`config.mk`:
```
export PLATFORM = sky130hd
export DESIGN_NAME = infix_to_postfix_converter_top
export DESIGN_NICKNAME = d
export VERILOG_FILES = /design/src/rtl/core/itp_pkg.sv /design/src/rtl/core/infix_to_postfix_converter_top.sv /design/src/rtl/core/itp_cell.sv /design/src/rtl/core/itp_stack.sv
export SDC_FILE = /design/constraint.sdc
export NUM_CORES = 1
export LEC_CHECK = 0
export ABC_AREA = 1
export BUFFER_PORTS_ARGS = -buffer_cell sky130_fd_sc_hd__buf_2
export CORE_MARGIN = 8
export CORE_UTILIZATION = 64
export CTS_BUF_LIST = sky130_fd_sc_hd__clkbuf_8
export DETAILED_ROUTE_END_ITERATION = 16
export PLACE_DENSITY_LB_ADDON = 0.25
export REMOVE_ABC_BUFFERS = 1
export SLEW_MARGIN = 20
export SYNTH_ARGS = -nofsm -noshare
export SYNTH_HDL_FRONTEND = slang
export SYNTH_SLANG_ARGS = --single-unit
```
`constraint.sdc`:
```
create_clock -name aclk -period 6 [get_ports aclk]
set_clock_uncertainty 0.15 [all_clocks]
set_input_delay 0.3 -clock aclk [delete_from_list [all_inputs] [get_ports aclk]]
set_output_delay 0.3 -clock aclk [all_outputs]
set_load 0.1 [all_outputs]
```
`src/rtl/core/itp_pkg.sv`:
```
// Shared types, operator codes and character helpers for the infix-to-postfix converter.
// Depends on nothing; used by every module in rtl/core.
package itp_pkg;

    localparam int SYM_W  = 8;
    localparam int CODE_W = 3;

    // Operator codes held in the stack cells
    localparam logic [CODE_W-1:0] OP_NONE = 3'd0;
    localparam logic [CODE_W-1:0] OP_OPEN = 3'd1;
    localparam logic [CODE_W-1:0] OP_ADD  = 3'd2;
    localparam logic [CODE_W-1:0] OP_SUB  = 3'd3;
    localparam logic [CODE_W-1:0] OP_MUL  = 3'd4;
    localparam logic [CODE_W-1:0] OP_DIV  = 3'd5;
    localparam logic [CODE_W-1:0] OP_POW  = 3'd6;

    localparam logic [SYM_W-1:0] CH_END   = 8'h00;
    localparam logic [SYM_W-1:0] CH_SPACE = 8'h20;
    localparam logic [SYM_W-1:0] CH_OPEN  = 8'h28;
    localparam logic [SYM_W-1:0] CH_CLOSE = 8'h29;
    localparam logic [SYM_W-1:0] CH_MUL   = 8'h2A;
    localparam logic [SYM_W-1:0] CH_ADD   = 8'h2B;
    localparam logic [SYM_W-1:0] CH_SUB   = 8'h2D;
    localparam logic [SYM_W-1:0] CH_DIV   = 8'h2F;
    localparam logic [SYM_W-1:0] CH_POW   = 8'h5E;

    // Shift command for the cell chain; code is what enters the top cell on a push
    typedef struct packed {
        logic              push;
        logic              pop;
        logic [CODE_W-1:0] code;
    } stack_cmd_t;

    function automatic logic is_operand(input logic [SYM_W-1:0] ch);
        return (ch >= 8'h41 && ch <= 8'h5A) || (ch >= 8'h61 && ch <= 8'h7A) ||
               (ch >= 8'h30 && ch <= 8'h39);
    endfunction

    function automatic logic [CODE_W-1:0] classify(input logic [SYM_W-1:0] ch);
        logic [CODE_W-1:0] c;
        case (ch)
            CH_OPEN: c = OP_OPEN;
            CH_ADD:  c = OP_ADD;
            CH_SUB:  c = OP_SUB;
            CH_MUL:  c = OP_MUL;
            CH_DIV:  c = OP_DIV;
            CH_POW:  c = OP_POW;
            default: c = OP_NONE;
        endcase
        return c;
    endfunction

    function automatic logic [SYM_W-1:0] op_char(input logic [CODE_W-1:0] code);
        logic [SYM_W-1:0] c;
        case (code)
            OP_OPEN: c = CH_OPEN;
            OP_ADD:  c = CH_ADD;
            OP_SUB:  c = CH_SUB;
            OP_MUL:  c = CH_MUL;
            OP_DIV:  c = CH_DIV;
            OP_POW:  c = CH_POW;
            default: c = CH_END;
        endcase
        return c;
    endfunction

    // Incoming precedence; '^' sits above its own stacked value for right association
    function automatic logic [2:0] prec_in(input logic [CODE_W-1:0] code);
        logic [2:0] p;
        case (code)
            OP_POW:         p = 3'd4;
            OP_MUL, OP_DIV: p = 3'd2;
            default:        p = 3'd1;
        endcase
        return p;
    endfunction

    function automatic logic [2:0] prec_top(input logic [CODE_W-1:0] code);
        logic [2:0] p;
        case (code)
            OP_POW:         p = 3'd3;
            OP_MUL, OP_DIV: p = 3'd2;
            OP_ADD, OP_SUB: p = 3'd1;
            default:        p = 3'd0;
        endcase
        return p;
    endfunction

endpackage

```
`src/rtl/core/infix_to_postfix_converter_top.sv`:
```
// Infix-to-postfix converter top level: input decode, pop sequencer and output register.
// An operand is registered in the output register and appears on the output in the cycle after it is taken.
// Throughput: one item per cycle for operands, '(' and spaces while the output register is free;
// an operator or end code pops entries from the cell chain one at a time, then pushes or sends its marker,
// and no new symbol is taken meanwhile; ')' pops entries until it meets a '(' or the stack runs empty.
// Reset: aresetn (synchronous, active low) empties stack and output register; cells keep data.
module infix_to_postfix_converter_top #(
    parameter int STACK_DEPTH = 32
) (
    input  logic       aclk,
    input  logic       aresetn,
    input  logic       s_tvalid,
    output logic       s_tready,
    input  logic [7:0] s_tdata,    // [7:0] symbol
    output logic       m_tvalid,
    input  logic       m_tready,
    output logic [7:0] m_tdata,    // [7:0] out_symbol
    output logic       m_tlast,    // expr_end
    output logic [0:0] m_tuser     // [0] overflow
);

    localparam int CNT_W = $clog2(STACK_DEPTH + 1);

    typedef enum logic [3:0] {
        ST_IDLE  = 4'b0001,
        ST_OPER  = 4'b0010,
        ST_CLOSE = 4'b0100,
        ST_FLUSH = 4'b1000
    } state_t;

    state_t                     state_reg, state_next;
    logic [CNT_W-1:0]           count_reg, count_next;
    logic [itp_pkg::CODE_W-1:0] pend_reg, pend_next;
    logic                       valid_reg, valid_next;
    logic [itp_pkg::SYM_W-1:0]  sym_reg, sym_next;
    logic                       end_reg, end_next;
    logic                       ovf_reg, ovf_next;

    itp_pkg::stack_cmd_t        cmd;
    logic [itp_pkg::CODE_W-1:0] top_code;
    logic                       out_free;
    logic                       nonempty;
    logic                       full;
    logic [itp_pkg::CODE_W-1:0] in_code;

    itp_stack #(
        .STACK_DEPTH (STACK_DEPTH)
    ) u_stack (
        .aclk     (aclk),
        .cmd      (cmd),
        .top_code (top_code)
    );

    assign out_free = !valid_reg || m_tready;
    assign nonempty = count_reg != '0;
    assign full     = count_reg == CNT_W'(STACK_DEPTH);
    assign s_tready = (state_reg == ST_IDLE) && out_free;
    assign in_code  = itp_pkg::classify(s_tdata);

    always_comb begin
        state_next = state_reg;
        count_next = count_reg;
        pend_next  = pend_reg;
        valid_next = valid_reg;
        sym_next   = sym_reg;
        end_next   = end_reg;
        ovf_next   = ovf_reg;
        cmd.push   = 1'b0;
        cmd.pop    = 1'b0;
        cmd.code   = pend_reg;

        if (valid_reg && m_tready) begin
            valid_next = 1'b0;
        end

        unique case (state_reg)
            ST_IDLE: begin
                if (s_tvalid && s_tready) begin
                    if (itp_pkg::is_operand(s_tdata)) begin
                        valid_next = 1'b1;
                        sym_next   = s_tdata;
                        end_next   = 1'b0;
                        ovf_next   = 1'b0;
                    end else if (s_tdata == itp_pkg::CH_END) begin
                        state_next = ST_FLUSH;
                    end else if (s_tdata == itp_pkg::CH_CLOSE) begin
                        state_next = ST_CLOSE;
                    end else if (in_code == itp_pkg::OP_OPEN) begin
                        if (full) begin
                            valid_next = 1'b1;
                            sym_next   = itp_pkg::CH_END;
                            end_next   = 1'b0;
                            ovf_next   = 1'b1;
                        end else begin
                            cmd.push   = 1'b1;
                            cmd.code   = itp_pkg::OP_OPEN;
                            count_next = count_reg + 1'b1;
                        end
                    end else if (in_code != itp_pkg::OP_NONE) begin
                        pend_next  = in_code;
                        state_next = ST_OPER;
                    end
                end
            end
            ST_OPER: begin
                if (nonempty &&
                    itp_pkg::prec_in(pend_reg) <= itp_pkg::prec_top(top_code)) begin
                    if (out_free) begin
                        valid_next = 1'b1;
                        sym_next   = itp_pkg::op_char(top_code);
                        end_next   = 1'b0;
                        ovf_next   = 1'b0;
                        cmd.pop    = 1'b1;
                        count_next = count_reg - 1'b1;
                    end
                end else if (full) begin
                    if (out_free) begin
                        valid_next = 1'b1;
                        sym_next   = itp_pkg::CH_END;
                        end_next   = 1'b0;
                        ovf_next   = 1'b1;
                        state_next = ST_IDLE;
                    end
                end else begin
                    cmd.push   = 1'b1;
                    count_next = count_reg + 1'b1;
                    state_next = ST_IDLE;
                end
            end
            ST_CLOSE: begin
                if (!nonempty) begin
                    state_next = ST_IDLE;
                end else if (top_code == itp_pkg::OP_OPEN) begin
                    cmd.pop    = 1'b1;
                    count_next = count_reg - 1'b1;
                    state_next = ST_IDLE;
                end else if (out_free) begin
                    valid_next = 1'b1;
                    sym_next   = itp_pkg::op_char(top_code);
                    end_next   = 1'b0;
                    ovf_next   = 1'b0;
                    cmd.pop    = 1'b1;
                    count_next = count_reg - 1'b1;
                end
            end
            ST_FLUSH: begin
                if (nonempty) begin
                    // held '(' are dropped silently
                    if (top_code == itp_pkg::OP_OPEN) begin
                        cmd.pop    = 1'b1;
                        count_next = count_reg - 1'b1;
                    end else if (out_free) begin
                        valid_next = 1'b1;
                        sym_next   = itp_pkg::op_char(top_code);
                        end_next   = 1'b0;
                        ovf_next   = 1'b0;
                        cmd.pop    = 1'b1;
                        count_next = count_reg - 1'b1;
                    end
                end else if (out_free) begin
                    valid_next = 1'b1;
                    sym_next   = itp_pkg::CH_END;
                    end_next   = 1'b1;
                    ovf_next   = 1'b0;
                    state_next = ST_IDLE;
                end
            end
            default: begin
                state_next = ST_IDLE;
            end
        endcase
    end

    always_ff @(posedge aclk) begin
        if (!aresetn) begin
            state_reg <= ST_IDLE;
            count_reg <= '0;
            valid_reg <= 1'b0;
        end else begin
            state_reg <= state_next;
            count_reg <= count_next;
            valid_reg <= valid_next;
        end
    end

    always_ff @(posedge aclk) begin
        pend_reg <= pend_next;
        sym_reg  <= sym_next;
        end_reg  <= end_next;
        ovf_reg  <= ovf_next;
    end

    assign m_tvalid   = valid_reg;
    assign m_tdata    = sym_reg;
    assign m_tlast    = end_reg;
    assign m_tuser[0] = ovf_reg;

endmodule

```
`src/rtl/core/itp_cell.sv`:
```
// One stack cell: holds a single operator code, shifts towards the top or the bottom.
// Depends on itp_pkg.
module itp_cell (
    input  logic                      aclk,
    input  itp_pkg::stack_cmd_t       cmd,
    input  logic [itp_pkg::CODE_W-1:0] from_above,   // neighbour nearer the top
    input  logic [itp_pkg::CODE_W-1:0] from_below,   // neighbour nearer the bottom
    output logic [itp_pkg::CODE_W-1:0] code
);

    logic [itp_pkg::CODE_W-1:0] code_reg;
    logic [itp_pkg::CODE_W-1:0] code_next;

    always_comb begin
        code_next = code_reg;
        if (cmd.push) begin
            code_next = from_above;
        end else if (cmd.pop) begin
            code_next = from_below;
        end
    end

    always_ff @(posedge aclk) begin
        code_reg <= code_next;
    end

    assign code = code_reg;

endmodule

```
`src/rtl/core/itp_stack.sv`:
```
// Operator stack built as a chain of itp_cell; cell 0 is the top of stack.
// Depends on itp_pkg and itp_cell.
module itp_stack #(
    parameter int STACK_DEPTH = 32
) (
    input  logic                       aclk,
    input  itp_pkg::stack_cmd_t        cmd,
    output logic [itp_pkg::CODE_W-1:0] top_code
);

    logic [itp_pkg::CODE_W-1:0] cells [STACK_DEPTH];

    for (genvar i = 0; i < STACK_DEPTH; i++) begin : g_cell
        logic [itp_pkg::CODE_W-1:0] above;
        logic [itp_pkg::CODE_W-1:0] below;

        if (i == 0) begin : g_top
            assign above = cmd.code;
        end else begin : g_mid
            assign above = cells[i-1];
        end

        // bottom cell refills with its own value; it lies beyond the count then
        if (i == STACK_DEPTH - 1) begin : g_bot
            assign below = cells[i];
        end else begin : g_up
            assign below = cells[i+1];
        end

        itp_cell u_cell (
            .aclk       (aclk),
            .cmd        (cmd),
            .from_above (above),
            .from_below (below),
            .code       (cells[i])
        );
    end

    assign top_code = cells[0];

endmodule

```
# Yosys cells after proc, flatten, opt, wreduce, memory -nomap -nowiden
# Index checks and enable logic that the tools add are counted.
dict set report totals {
  regBits 120
  inputBits 12
  out_inout_bits 12
  wordCells 290
}
dict set report op_classes {
  n_addsub 2
  n_lt_le_gt_ge 7
  eq_ne 42
  n_mux 169
  bitwise 4
  reduce_logical 27
}
# cell count
set ops {}
lappend ops {{$mux 3} 71}
lappend ops {{$mux 8} 14}
lappend ops {{$mux 6} 10}
lappend ops {{$mux 1} 49}
lappend ops {{$eq 8x6->1 const B} 6}
lappend ops {{$mux 4} 12}
lappend ops {{$pmux 7 s6} 1}
lappend ops {{$pmux 7 s5} 1}
lappend ops {{$pmux 8 s4} 1}
lappend ops {{$reduce_and 9->1} 3}
lappend ops {{$ne 3x3->1 const B} 7}
lappend ops {{$reduce_and 7->1} 3}
lappend ops {{$eq 3x3->1 const B} 6}
lappend ops {{$pmux 3 s6} 1}
lappend ops {{$pmux 6 s3} 1}
lappend ops {{$ge 8x7->1 const B} 2}
lappend ops {{$le 8x7->1 const B} 2}
lappend ops {{$pmux 4 s4} 1}
lappend ops {{$ne 2x2->1 const B} 6}
lappend ops {{$pmux 1 s4} 3}
lappend ops {{$eq 8x7->1 const B} 1}
lappend ops {{$ge 8x6->1 const B} 1}
lappend ops {{$le 8x6->1 const B} 1}
lappend ops {{$logic_not 8->1} 1}
lappend ops {{27 further kinds} 47}

# Logic depth before layout (Yosys ltp)
# Gate-level depths: netlist of the first run.
dict set report depth {
  word_depth 10
  ltp_mapped 17
  depth_no_buf 15
}

# Modules after synthesis
# A second synthesis of the first run with hierarchy kept.
dict set report hier_totals {
  hier_cells 875
  hier_area_um2 6875.3
}
# module instances cells_each area_per_inst_um2 seq_area_each_um2
set by_module_without_submodules {}
lappend by_module_without_submodules {itp_cell 32 14 133.9 90.1}
lappend by_module_without_submodules {infix_to_postfix_converter_top 1 427 2591.2 610.6}

# Worst setup path before layout of the first run
# OpenSTA, ideal clock, no wires.
dict set report synth_path {
  path_type {register -> register}
  start {reg valid_reg, in the netlist m_tvalid}
  end {reg u_stack.g_cell[0].u_cell.code_reg, in the netlist u_stack.g_cell[0].u_cell.code[0] (enable)}
  t_arrival_ns 4.026
  required_ns 5.366
  slack_ns 1.339
  stages_incl_launch_ff 5
  n_path_buf 1
  synth_period_minus_slack_ns 4.661
  cell_sequence {dfxtp_1 nand2_1 clkbuf_1 o21ai_0 o221ai_2}
}
dict set report synth_between {
  elab_chain_len 7
  word_cells_on_any_way 12
}
# element line_no
set synth_rtl {}
lappend synth_rtl {{start, declared} infix_to_postfix_converter_top.sv:34} ;# logic valid_reg, valid_next;
lappend synth_rtl {{start signal, assigned} infix_to_postfix_converter_top.sv:182} ;# valid_reg <= valid_next;
lappend synth_rtl {{$logic_not 1->1 (*)} infix_to_postfix_converter_top.sv:54} ;# assign out_free = !valid_reg || m_tready;
lappend synth_rtl {{$logic_or 1x1->1 (*)} infix_to_postfix_converter_top.sv:54}
lappend synth_rtl {{$mux 1 / $logic_and 1x1->1 (equally long branches)} --}
lappend synth_rtl {{$mux 1 / $logic_and 1x1->1 (equally long branches)} {infix_to_postfix_converter_top.sv:133, infix_to_postfix_converter_top.sv:78}}
lappend synth_rtl {{$mux 1 (on tied branches)} {infix_to_postfix_converter_top.sv:131, infix_to_postfix_converter_top.sv:78}}
lappend synth_rtl {{$pmux 1 s2} infix_to_postfix_converter_top.sv:76} ;# unique case (state_reg)
lappend synth_rtl {{$reduce_bool 2->1 (no line) (*)} --}
lappend synth_rtl {{end signal, assigned} itp_cell.sv:24} ;# code_reg <= code_next;
lappend synth_rtl {{end, declared} itp_cell.sv:11} ;# logic [itp_pkg::CODE_W-1:0] code_reg;
# Every way passes the cells marked *; elsewhere a longest branch is shown, timed or not.
# A chain may end at the register's enable or synchronous reset.

# Worst setup path in the final report of the first run
dict set report layout_path {
  start {reg u_stack.g_cell[0].u_cell.code_reg, in the netlist u_stack.g_cell[0].u_cell.code[0]}
  end {reg u_stack.g_cell[9].u_cell.code_reg, in the netlist u_stack.g_cell[9].u_cell.code[0] (data pin)}
}
dict set report layout_between {
  elab_chain_len 9
  word_cells_on_any_way 14
}
# element line_no
set layout_rtl {}
lappend layout_rtl {{$eq 3x2->1 / $eq 3x3->1 (equally long branches)} itp_pkg.sv:80} ;# case (code)
lappend layout_rtl {{$reduce_or 2->1} itp_pkg.sv:80}
lappend layout_rtl {{$pmux 2 s3 (*)} itp_pkg.sv:80}
lappend layout_rtl {{$mux 3 (*)} infix_to_postfix_converter_top.sv:76}
lappend layout_rtl {{$le 3x3->1 (*)} infix_to_postfix_converter_top.sv:107} ;# itp_pkg::prec_in(pend_reg) <= itp_pkg::prec_top(top_code)) begin
lappend layout_rtl {{$logic_and 1x1->1 (*)} infix_to_postfix_converter_top.sv:106} ;# if (nonempty &&
lappend layout_rtl {{$mux 1 (*)} infix_to_postfix_converter_top.sv:106}
lappend layout_rtl {{$pmux 1 s2 (*)} infix_to_postfix_converter_top.sv:76}
lappend layout_rtl {{$mux 3 (*)} itp_cell.sv:16} ;# if (cmd.push) begin
lappend layout_rtl {{via u_stack.g_cell[9].u_cell.code_next (one bit)} itp_cell.sv:12} ;# logic [itp_pkg::CODE_W-1:0] code_next;
lappend layout_rtl {{end signal, assigned} itp_cell.sv:24}
lappend layout_rtl {{end, declared} itp_cell.sv:11}
# The timed path passes the listed nets; every way through them passes the cells marked *. The select of a mux whose other input is x is not followed.

==> results of run 1 <==
## cells in the final DEF (no fill, tap or decap), types with 2 or more instances in the layout
cell type    n
nand4_1     10
a31oi_1      2
clkinv_2     5
buf_2       23
nor2_4       4
nor3_2       2
clkbuf_8    17
dfxtp_1     11
nand2_2      2
o21ai_0     44
nor2_2       4
clkinv_4     3
a21oi_1     20
inv_1       69
or2_2        2
nand2_1    284
bufinv_16    2
o211ai_1     9
clkinv_1     3
xor2_1       4
o2111ai_1    2
o21ai_1     25
nor3_1       6
buf_4        4
nand3_1     53
nand3_2      3
inv_2        4
nor2_1      51
edfxtp_1   109
ha_1         4
nand3_4      2
## area by class of cell
class | count | area (um2)
sequential | 120 | 3490
inverter | 73 | 275
fill | 803 | 2840
timing repair buffer | 28 | 155
tap | 133 | 166
multi-input combinational | 540 | 2520
clock inverter | 15 | 138
clock buffer | 17 | 234
## logic make-up (layout without fill, tap and decap cells)
family                   count (synthesis)  after routing  share of synthesized area
AO/OA/AOI/OAI                          104            104                     0.0871
XOR/XNOR                                 4              4                    0.00539
adder cells (fa/ha/maj)                  4              4                    0.00770
buffers and inverters                  102            133                     0.0761
flip-flops                             120            120                      0.538
multiplexers                             1              1                    0.00154
AND/OR/NAND/NOR                        427            427                      0.284
## cell usage after synthesis, drive strengths merged, types with 2 or more instances
library cell    n  share of area
nor3            8         0.0077
clkinv          2         0.0013
clkbuf          5         0.0033
edfxtp        109           0.50
o21ai          69          0.053
nand2         287           0.17
buf            24          0.030
dfxtp          11          0.034
ha              4         0.0077
inv            71          0.041
a21oi          20          0.015
nand4          12          0.015
or2             2         0.0019
a31oi           2         0.0019
o2111ai         2         0.0027
xor2            4         0.0054
nand3          58          0.051
o211ai          9          0.010
nor2           59          0.040
## metal layers
layer	wire length [um]	GRT usage
met1	6070	0.268
met2	6730	0.360
met3	803	0.0672
met4	327	0.0956
met5	0	0
## tightest hold or removal path, stage by stage
cell and delay, ns:
buf_2 0.11, o211ai_1 0.09, a21oi_1 0.07
## how the worst max path moves through the flow
stage,to,slack [ns],cells after the start
2_1_floorplan,u_stack.g_cell[0].u_cell.code[0],0.35,7
3_3_place_gp,u_stack.g_cell[28].u_cell.code[1],2.39,10
3_5_place_dp,u_stack.g_cell[13].u_cell.code[0],2.20,14
4_1_cts,u_stack.g_cell[9].u_cell.code[0],2.20,14
5_1_grt,u_stack.g_cell[10].u_cell.code[2],1.83,14
6_report,u_stack.g_cell[9].u_cell.code[0],2.14,14
## metrics by stage
stage                     cells   util
after floorplan             733      -
after global placement      893  0.672
after detailed placement    893  0.672
after CTS                   926  0.711
after global routing        926  0.711
final                       926  0.711
## report_power, final
part	internal, W	leakage (nW)	total (W)	switching, W
clock network	0.000362	0.197	0.000689	0.000327
logic	0.0000286	1.72	0.000107	0.0000787
registers	0.000905	1.08	0.000910	0.00000471
total	0.00130	3.00	0.00171	0.000410
## what timing repair did
item | CTS | global route
resized for setup | 0 | 0
hold endpoints to repair | 5 | 0
hold buffers | 1 | 0
setup buffers | 0 | 0
==> metrics, run 1 <==
outcome finished, final reports clean; vias in the first global route between 4,000 and 5,000; Top delay family on crit path simple AND/OR/NAND/NOR gates; final hold slack roughly 0.027 ns; RSZ-0062 raised after global routing no; delay of the slowest critical-path stage 0.67 ns; Die W about 120 um; Root Buffer clkbuf_8; Routed Antenna Nets 0; Reg2Reg Setup Slack approximately 2.1 ns; Hold Path Sink m_tvalid; Area growth syn-to-layout 7.47%; Rel. slew slack 0.381; Syn Std Cell Area approximately 6500 um2; fin crit period 3.86 ns; TritonRoute pass-1 iters 5; f_max roughly 260 MHz; final setup fails 0; H-tree depth 4; crit-path most repeated cell nand2_1; Tot Pwr around 0.0017 W; max FFs per register 96; CTS tree done; post-detail-place hpwl around 9500 um; Worst-Margin Slew 0.928 ns; clk_lat worst skew roughly 0.44 ns; die height between 100 and 150 um; end of the worst register-to-register path u_stack.g_cell[9].u_cell.code[0]; Core ar. 9820 um2; crit-path max FO 95; Critical R2R Launch u_stack.g_cell[0].u_cell.code[0]; WP data required about 6.0 ns; Pleak approximately 3 nW; Reg clk slew, reported paths ~0.07 ns; reg2reg path depth 14; synth unique cells 40; Sink Count 120; maximum VDD drop 0.241 mV; DRC Markers 0; CP Launch Type flop; Worst Setup SP u_stack.g_cell[0].u_cell.code[0]; worst-path cell chain nand2_1 > nand2_1 > ha_1 > nand2_1 > nand2_1 > nand2_1 > nand3_4 > nand2_2 > clkinv_2 > nand2_2 > nand2_4 > inv_2 > buf_4 > o21ai_0; total wire length 13,900 um; global-route wire length before repair 23,300 um; Slew Viols, Final 0; arrival time worst endpoint between 3 and 4 ns; WL/cell roughly 15 um; Final Cycle Share 0.644; Detailed Route Iter0 Violations 540; min setup slack post-route 2.14 ns; Async SR Flop Fraction 0; Rows 36; port bufs 23; HP Start s_tvalid; Syn Inst Count ~760; # diodes 0; Bufs and invs on worst path 3; DP Worst Slack between 2 and 2.5 ns; CP max-delay cell buf_4; Mapped Avg Cell Area 8.53 um2; clock buffer depth 2; HP Class in -> reg; Starting Density 0.662; via/cell ratio between 5 and 6; Seq cells post-synth 120; largest net degree at the start of global routing 96; power per cell area roughly 240 nW/um2; I/O pins 24; Synth Warn # 0; GRT Util Overall 0.221; CTS Buf Count 17; RePlAce Congestion about 0.94; Max Cap Viol 0; top_reg_cell synth edfxtp_1; Vias 5,167; total gr overflow 0; post-synthesis sequential area ratio 0.538; initial antenna violation count 0; share of layout cells above drive strength 1 0.105; Worst setup EP type flop; Worst Setup Path Type reg -> reg; post-route cell area 6980 um2; Post-synth EDFFs 109; Final #Nets ~800; area post-placement 6600 um2; Post-Route Setup TNS 0 ns; Fin. Hold Viols 0; die area about 14,000 um2; Hold Crit Depth 3
Power figures use the tool's default switching activity.
==> run 2, diff against run 1 <==
clock period = 3.6 ns   (was 6 ns; I/O delays follow)
==> metrics, run 2 (same netlist as run 1, synthesis figures left out) <==
largest net degree at the start of global routing 96 (unchanged); port bufs 23 (unchanged); crit-path most repeated cell nand2_1 (unchanged); Worst-Margin Slew 0.762 ns (was 0.928 ns); buffers inserted by post-CTS timing repair 0 (unchanged); share of layout cells above drive strength 1 0.112 (was 0.105); WP data required 3.51 ns (was 5.99 ns); fill cell count 796 (was 803); total wire length 14,600 um (was 13,900 um); Sink Count 120 (unchanged); Final #Nets 805 (was 796); most common cell after layout, fill and taps aside nand2_1 (unchanged); die height 117 um (unchanged); Routed Antenna Nets 0 (unchanged); f_max 328 MHz (was 259 MHz); multi-input logic area 2520 um2 (about the same); total gr overflow 0 (unchanged); fin crit period 3.05 ns (was 3.86 ns); delay of the slowest critical-path stage 0.62 ns (was 0.67 ns); TritonRoute pass-1 iters 5 (unchanged); H-tree depth 4 (unchanged); CTS Buf Count 17 (unchanged); Rel. slew slack 0.490 (was 0.381); Root Buffer clkbuf_8 (unchanged); Bufs and invs on worst path 1 (was 3); met3 wire len 850 um (was 803 um); Worst Setup Path Type reg -> reg (unchanged); arrival time worst endpoint 2.96 ns (was 3.86 ns); area post-placement 6680 um2 (was 6600 um2); Vias 5,311 (was 5,167); Detailed Route Iter0 Violations 559 (was 540); post-route cell area 7110 um2 (was 6980 um2); DP Cell Count 899 (was 893); Tot Pwr 0.00292 W (was 0.00171 W); Worst setup EP type flop (unchanged); Core ar. 9820 um2 (unchanged); RSZ-0062 raised after global routing no (unchanged); final setup fails 0 (unchanged); maximum VDD drop 0.255 mV (was 0.241 mV); CP Launch Type flop (unchanged); most frequent cells in the layout nand2_1 (284), edfxtp_1 (109), inv_1 (68) (was nand2_1 (284), edfxtp_1 (109), inv_1 (69)); worst-path cell chain nand2_1 > nand2_1 > ha_1 > nand2_1 > nand2_1 > nand2_1 > nand3_4 > nand2_2 > clkinv_2 > nand2_2 > nand4_1 > nor3_2 (was nand2_1 > nand2_1 > ha_1 > nand2_1 > nand2_1 > nand2_1 > nand3_4 > nand2_2 > clkinv_2 > nand2_2 > nand2_4 > inv_2 > buf_4 > o21ai_0); uppermost routed layer met4 (unchanged); Top delay family on crit path simple AND/OR/NAND/NOR gates (unchanged); Rows 36 (unchanged); Pleak 3.05 nW (was 3.00 nW); Starting Density 0.662 (unchanged); CTS tree done (unchanged); Area growth syn-to-layout 9.44% (was 7.47%); Fin. Hold Viols 0 (unchanged); crit-path max FO 8 (was 95); met1 wire length 6170 um (was 6070 um); Non-Filler Instances 935 (was 926); post-detail-place hpwl 9840 um (was 9520 um); clk_lat worst skew 0.43 ns (was 0.44 ns); WL/cell 15.6 um (was 15.0 um); die area 13,600 um2 (unchanged); Reg clk slew, reported paths 0.07 ns (about the same); Slew Viols, Final 0 (unchanged); GRT Util Overall 0.230 (was 0.221); via/cell ratio 5.68 (was 5.58); HP Class in -> reg (unchanged); I/O pins 24 (unchanged); Die W 117 um (unchanged); RePlAce Congestion 0.967 (was 0.941); power per cell area 411 nW/um2 (was 244 nW/um2); CP max-delay cell nor3_2 (was buf_4); clock buffer depth 2 (unchanged); Post-Route Setup TNS 0 ns (unchanged); # diodes 0 (unchanged); initial antenna violation count 0 (unchanged); global-route wire length before repair 24,400 um (was 23,300 um); fin util 0.724 (was 0.711); outcome finished, final reports clean (unchanged); max FFs per register 96 (unchanged); met2 wire length 7260 um (was 6730 um); DRC Markers 0 (unchanged); FF/Latch Area 3490 um2 (unchanged); vias in the first global route 5,147 (was 4,956); Max Cap Viol 0 (unchanged); Final Cycle Share 0.847 (was 0.644)
run 2: cell count changes in the layout (fill, tap and decap cells not counted):
cell,delta
nor3_1,-1
clkinv_4,-2
buf_4,+4
clkinvlp_4,+2
dlygate4sd3_1,+3
bufinv_16,+1
clkinv_1,+1
inv_1,-1
buf_12,+2
nor3_2,+1
clkinv_2,-1
run 2: timing repair:
item / 4_1_cts / 5_1_grt
hold endpoints to repair: 13 / 0
hold buffers: 4 / 0
resized for setup: 0 / 0
run 2: area by class of cell:
type	instances	share of cell area
clock buffer	17	0.0329
inverter	73	0.0387
tap	133	0.0234
sequential	120	0.491
clock inverter	15	0.0225
timing repair buffer	37	0.0359
multi-input combinational	540	0.355
run 2: worst min-delay path, cell delays in order:
cell and delay, ns:
buf_2 0.14, a21oi_1 0.08, a21oi_1 0.11
run 2: worst paths after layout:
kind                                startpoint                                end  slack, ns  depth (start not counted)
max           u_stack.g_cell[0].u_cell.code[0]                         m_tdata[5]       0.55                         12
min                                 s_tdata[0]                         m_tdata[0]       0.04                          3
max reg2reg   u_stack.g_cell[0].u_cell.code[0]                         m_tdata[5]       0.55                         12
min reg2reg  u_stack.g_cell[30].u_cell.code[2]  u_stack.g_cell[31].u_cell.code[2]       0.34                          0
run 2: per-stage QoR:
stage | setup WS (ns) | hold slack (ns)
6_report | 0.552 | 0.0369
5_1_grt | 0.351 | 0.0219
4_1_cts | 0.590 | 0.00356
3_5_place_dp | 0.622 | 0.289
3_3_place_gp | 0.388 | 0.280
2_1_floorplan | -2.05 | 0.115
run 2: where the power goes:
group,internal (W),switching [W]
Sequential,0.00151,0.00000774
Combinational,0.0000514,0.000134
Clock,0.000672,0.000546
run 2: routing by layer:
metal | vias up | GRT usage
met5 | - | 0
met4 | 0 | 0.0956
met3 | 28 | 0.0657
met2 | 182 | 0.386
met1 | 2507 | 0.272
li1 | 2594 | -
